[config.mk]
export PLATFORM = sky130hd
export DESIGN_NAME = kns_ctrl
export DESIGN_NICKNAME = d
export VERILOG_FILES = /design/src/sv/kns_pkg.sv /design/src/sv/kns_ctrl.sv
export SDC_FILE = /design/constraint.sdc
export NUM_CORES = 1
export LEC_CHECK = 0
export BUFFER_PORTS_ARGS = -buffer_cell sky130_fd_sc_hd__buf_2
export CAP_MARGIN = 25
export CORE_ASPECT_RATIO = 0.75
export CORE_MARGIN = 10
export CORE_UTILIZATION = 50
export DETAILED_ROUTE_END_ITERATION = 10
export PLACE_DENSITY = 0.74
export SETUP_SLACK_MARGIN = 0.3
export SLEW_MARGIN = 10
export SYNTH_ARGS = -nofsm -noshare
export SYNTH_HDL_FRONTEND = slang
export SYNTH_SLANG_ARGS = --single-unit
[constraint.sdc]
create_clock -name clk -period 3.6 [get_ports clk]
set_input_delay 0.72 -clock clk [delete_from_list [all_inputs] [get_ports clk]]
set_output_delay 0.72 -clock clk [all_outputs]
set_load 0.05 [all_outputs]
[src/sv/kns_pkg.sv]
package kns_pkg;

  // Q30 constants used by range reduction, CORDIC and the derivative.
  localparam logic signed [63:0] Q30_ONE      = 64'sd1073741824;
  localparam logic signed [63:0] Q30_PI       = 64'sd3373259426;
  localparam logic signed [63:0] Q30_TWO_PI   = 64'sd6746518852;
  localparam logic signed [63:0] Q30_HALF_PI  = 64'sd1686629713;
  localparam logic signed [63:0] Q30_CORDIC_K = 64'sd652032874;

  // Step magnitude cap, widths of the divider operands and range-reduction parameters.
  localparam int STEP_CAP_BIT = 33;
  localparam int Q_W  = STEP_CAP_BIT + 1;
  localparam int N_W  = 48;
  localparam int D_W  = 33;
  localparam int MOD_STEPS = 17;
  localparam int MOD_BASE  = 15;

  // Register indexes on the configuration port.
  localparam logic REG_TOLERANCE = 1'b0;
  localparam logic REG_ITER_LIMIT = 1'b1;

  // Commands from the controller to the datapath.
  typedef struct packed {
    logic load;
    logic prep;
    logic mod_step;
    logic fold;
    logic cordic_step;
    logic mul;
    logic resid;
    logic div_step;
    logic update;
  } kns_cmd_t;

  // Status from the datapath to the controller.
  typedef struct packed {
    logic conv;
  } kns_status_t;

  // Arctangent of 2^-i in Q30, rounded to nearest.
  function automatic logic signed [63:0] atan_q30(input int unsigned i);
    logic signed [63:0] v;
    v = 64'sd0;
    case (i)
      0: v = 64'sd843314857;
      1: v = 64'sd497837829;
      2: v = 64'sd263043837;
      3: v = 64'sd133525159;
      4: v = 64'sd67021687;
      5: v = 64'sd33543516;
      6: v = 64'sd16775851;
      7: v = 64'sd8388437;
      8: v = 64'sd4194283;
      9: v = 64'sd2097149;
      10: v = 64'sd1048576;
      default: begin
        if (i <= 30) v = 64'sd1 <<< (30 - i);
      end
    endcase
    return v;
  endfunction

endpackage

[src/sv/kns_ctrl.sv]
module kns_ctrl import kns_pkg::*; #(
  parameter int CORDIC_STEPS = 30,
  parameter int DIV_STEPS = 76,
  parameter int CNT_W = 7
) (
  input  logic             clk,
  input  logic             rst_n,
  input  logic             start,
  input  logic [7:0]       iter_limit,
  input  kns_status_t      status,
  output kns_cmd_t         cmd,
  output logic [CNT_W-1:0] cnt,
  output logic             busy,
  output logic             out_valid
);

  typedef enum logic [9:0] {
    S_IDLE   = 10'b0000000001,
    S_PREP   = 10'b0000000010,
    S_MOD    = 10'b0000000100,
    S_FOLD   = 10'b0000001000,
    S_CORDIC = 10'b0000010000,
    S_MUL    = 10'b0000100000,
    S_RESID  = 10'b0001000000,
    S_DIV    = 10'b0010000000,
    S_UPDATE = 10'b0100000000,
    S_DONE   = 10'b1000000000
  } state_t;

  localparam logic [CNT_W-1:0] MOD_LAST    = CNT_W'(MOD_STEPS - 1);
  localparam logic [CNT_W-1:0] CORDIC_LAST = CNT_W'(CORDIC_STEPS - 1);
  localparam logic [CNT_W-1:0] DIV_LAST    = CNT_W'(DIV_STEPS - 1);

  state_t           state_r, state_nxt;
  logic [CNT_W-1:0] cnt_r, cnt_nxt;
  logic [7:0]       iter_r, iter_nxt;

  // Next-state logic and step counters.
  always_comb begin
    state_nxt = state_r;
    cnt_nxt = cnt_r;
    iter_nxt = iter_r;
    cmd = '0;
    unique case (state_r)
      S_IDLE: begin
        if (start) begin
          cmd.load = 1'b1;
          iter_nxt = '0;
          state_nxt = (iter_limit == 8'd0) ? S_DONE : S_PREP;
        end
      end
      S_PREP: begin
        cmd.prep = 1'b1;
        cnt_nxt = '0;
        state_nxt = S_MOD;
      end
      S_MOD: begin
        cmd.mod_step = 1'b1;
        cnt_nxt = cnt_r + 1'b1;
        if (cnt_r == MOD_LAST) state_nxt = S_FOLD;
      end
      S_FOLD: begin
        cmd.fold = 1'b1;
        cnt_nxt = '0;
        state_nxt = S_CORDIC;
      end
      S_CORDIC: begin
        cmd.cordic_step = 1'b1;
        cnt_nxt = cnt_r + 1'b1;
        if (cnt_r == CORDIC_LAST) state_nxt = S_MUL;
      end
      S_MUL: begin
        cmd.mul = 1'b1;
        state_nxt = S_RESID;
      end
      S_RESID: begin
        cmd.resid = 1'b1;
        cnt_nxt = '0;
        state_nxt = S_DIV;
      end
      S_DIV: begin
        cmd.div_step = 1'b1;
        cnt_nxt = cnt_r + 1'b1;
        if (cnt_r == DIV_LAST) state_nxt = S_UPDATE;
      end
      S_UPDATE: begin
        cmd.update = 1'b1;
        if (status.conv || ({1'b0, iter_r} + 9'd1 == {1'b0, iter_limit})) begin
          state_nxt = S_DONE;
        end else begin
          iter_nxt = iter_r + 8'd1;
          state_nxt = S_PREP;
        end
      end
      S_DONE: begin
        state_nxt = S_IDLE;
      end
      default: state_nxt = S_IDLE;
    endcase
  end

  // State registers.
  always_ff @(posedge clk) begin
    if (!rst_n) begin
      state_r <= S_IDLE;
      cnt_r <= '0;
      iter_r <= '0;
    end else begin
      state_r <= state_nxt;
      cnt_r <= cnt_nxt;
      iter_r <= iter_nxt;
    end
  end

  assign cnt = cnt_r;
  assign busy = (state_r != S_IDLE);
  assign out_valid = (state_r == S_DONE);

endmodule

==> impl_results.md <==
* Final hold violations at 0
* Post-layout nets at 243
* Total congestion overflow at 0
* Max_cap viols at 0
* Input/output buffers at 29
* Height of the die at 70.6 um
* Share of flip-flops with an asynchronous set or reset at 0%
* Number of instances resized during post-cts repair at 0
* Clk buf depth at 2
* Worst vdd ir at 0.276 mV
* Relative area change from synthesis to final layout at 11.2%
* Final period utilization at 77.7%
* Standard-cell rows at 18
* First-pass GRT wire length at 7.07 mm
* Power Dens Cells at 393 nW/um^2
* Reg-to-Reg Start: state_r[0]
* Worst path required time at 2.88 ns
* Maximum number of pins on one net before global-route repair at 22
* Run status: completed
* Tot GR Track Use at 13.6%
* Clock transition at the register clock pins on the worst setup and hold paths after CTS at about 0.090 ns
* Max stage delay cell, worst path: sky130_fd_sc_hd__or3b_2
* CTS Buf Count at 3
* Via count of the first global-routing pass at 1421
* Critical path's largest stage delay at 0.58 ns
* HPWL after DPL at 3.29 mm
* RSZ-0062 raised after global routing: false
* Vias/cell at around 6.1
* CTS tree: built
* Endpoint class of the critical path: output port
* Number of search-and-repair iterations in the first detailed-routing pass at 5
* Detailed Route Iter0 Violations at 197
* Post-route total power at between 700 and 800 uW
* Fraction of the yosys area taken by sequential cells at 29.3%
* Core Region at 3290 sq um
* Share of post-route cells with drive strength above 1 at between 20 and 25%
* Dominant delay contributor by cell family on the critical path: simple AND/OR/NAND/NOR gates
* Buffer and inverter count on the worst path at 2
* Boundary pin count at 30
* Endpoint arrival time on the critical path at 2.08 ns
* Via Count at between 1500 and 2000
* Pins over their slew limit at 0
* Starting Density at 51.9%
* Final setup violating endpoints at 0
* Area after detailed placement at ~1900 sq um
* Transition time of the tightest slew-check pin at 0.492 ns
* Worst Path Max Fanout at 7
* Ordered list of cells on the worst path: nor3_2, nand3_1, or3b_2, clkinv_2, buf_2
* Library cell occupying the most area in the post-synthesis netlist: sky130_fd_sc_hd__dfxtp_1
* Peak Freq at 358 MHz
* Net count after synthesis at between 200 and 250
* Post-synthesis sequential element count at 25
* Crit path launch: state_r[1]
* Number of library cell types mapped by synthesis at 60
* Detail Route Antenna Nets at 0
* Number of warnings printed during yosys synthesis at 0
* Cell Area, Synth at 1710 sq um
* Antenna violations before repair at 0
* Synth area leaders: sky130_fd_sc_hd__dfxtp_1, sky130_fd_sc_hd__nand3_1, sky130_fd_sc_hd__nor2_1
* Mean post-synth cell area at ~8.5 sq um
* Leading cell type by number of instances after synthesis: sky130_fd_sc_hd__dfxtp_1
* Setup ws final at around 0.8 ns
* Post-Place Setup Slack at 1.09 ns
* Number of sinks driven by the clock tree at 25
* Post-CTS Setup Bufs at 0
* Static leakage at 0.000759 uW
* Number of levels in the clock H-tree at 1
* Most numerous cell types in the synthesized netlist: sky130_fd_sc_hd__dfxtp_1, sky130_fd_sc_hd__nor2_1, sky130_fd_sc_hd__nand3_1
* Cts-stage hold buffer count at 0
* EDFF count, synth at 0
* Cell count after synthesis at 202
* Average wire length per cell after detail routing at roughly 16 um
* Final routed wirelength across all metal layers at 4.25 mm
* Setup clock skew after layout at roughly 0.0054 ns
* Normalized max-slew margin at 66.9%
* Final GP Congestion at ~0.95
* Area of the die at roughly 6200 sq um
* Kind of path behind the tightest hold check: reg2reg
* Setup TNS after final layout at 0 ns
* Hold wc startpoint: iter_r[1]
* Total DRC errors in the routed layout at 0
* # diodes at 0
* Primary FF master, synth: sky130_fd_sc_hd__dfxtp_1
* Crit start category: flip-flop
* Clock period minus worst slack at 2.80 ns
* Chip width at 87.5 um
* CTS root buf: sky130_fd_sc_hd__clkbuf_8
* Critical path type: reg2out
* Top-area cell type share of the netlist area at 29.3%
* Final instance area at ~1900 sq um
* Skew-Pair Late Insertion Delay at about 0.27 ns
[path summary, 6_finish.rpt]
kind	to	slack, ns	cells after the start
max	cmd[0]	0.80	5
min	iter_r[1]	0.53	2
max reg2reg	state_r[8]	1.00	6
min reg2reg	iter_r[1]	0.53	2
[flip-flops by register name (all words and copies together), names as in the netlist]
signal / flops
cnt: 7
iter_r: 8
state_r: 10
[cells by family (layout without fill, tap and decap cells)]
logic type / Yosys count / in the layout / synth area share, %
simple gates: 97 / 97 / 37.1
compound gates: 47 / 47 / 20.1
buf+inv: 19 / 43 / 5.35
fa+ha+maj: 4 / 4 / 2.93
mux: 2 / 2 / 1.17
xor+xnor: 8 / 8 / 4.10
flops: 25 / 25 / 29.3
[power by group]
part / total [uW] / internal, uW / leakage, uW / switching [uW]
clock: 172 / 78.6 / 0.0000217 / 93.0
combinational: 263 / 88.4 / 0.000536 / 174
sequential: 312 / 287 / 0.000202 / 24.9
total: 746 / 454 / 0.000759 / 292
[worst register-to-register path: stages (launching register included)]
cell and delay [ns]:
sky130_fd_sc_hd__dfxtp_1 0.58, sky130_fd_sc_hd__nor3_2 0.08, sky130_fd_sc_hd__nand3_1 0.15, sky130_fd_sc_hd__o21a_1 0.39
sky130_fd_sc_hd__or4b_1 0.67, sky130_fd_sc_hd__a311oi_1 0.51, sky130_fd_sc_hd__nor4_1 0.10
[metrics by stage]
| step | util (%) | hold WS, ns | instances |
|---|---|---|---|
| final | 57.8 | 0.528 | 266 |
| after global routing | 57.8 | 0.561 | 266 |
| after CTS | 57.8 | 0.524 | 266 |
| after detailed placement | 56.3 | 0.511 | 262 |
| after global placement | 56.3 | 0.516 | 262 |
| after floorplan | - | 0.477 | 202 |
[layer usage]
metal  GRT usage, %  wire length, um  share of wire (%)  up-vias
li1               -                -                  -      811
met1           20.0             2150                 50      759
met2           19.4             1820                 43       59
met3           3.78              271                6.4        2
met4           1.59               12               0.28        0
met5              0                0                  0        -
[cell usage in the layout (no fill, tap or decap), drive strengths merged, types with 3 or more instances in the layout]
cell	instances
nand3	13
nor2b	7
or4	3
o21ai	10
dfxtp	25
xnor2	4
nand2b	4
nor4	8
nor3	5
o311ai	3
clkbuf	3
a21oi	9
nand4	3
inv	9
xor2	4
o41ai	4
buf	29
nand2	6
and2	3
nor3b	7
o21a	5
ha	4
and3	5
nor2	18
[cell type report]
type,count,area [sq um]
fill,310,1390
multi-input combinational,158,1120
sequential,25,500
timing repair buffer,29,145
tap,40,50.0
clock buffer,3,41.3
inverter,10,38.8
clock inverter,1,7.51
Power figures use the tool's default switching activity.
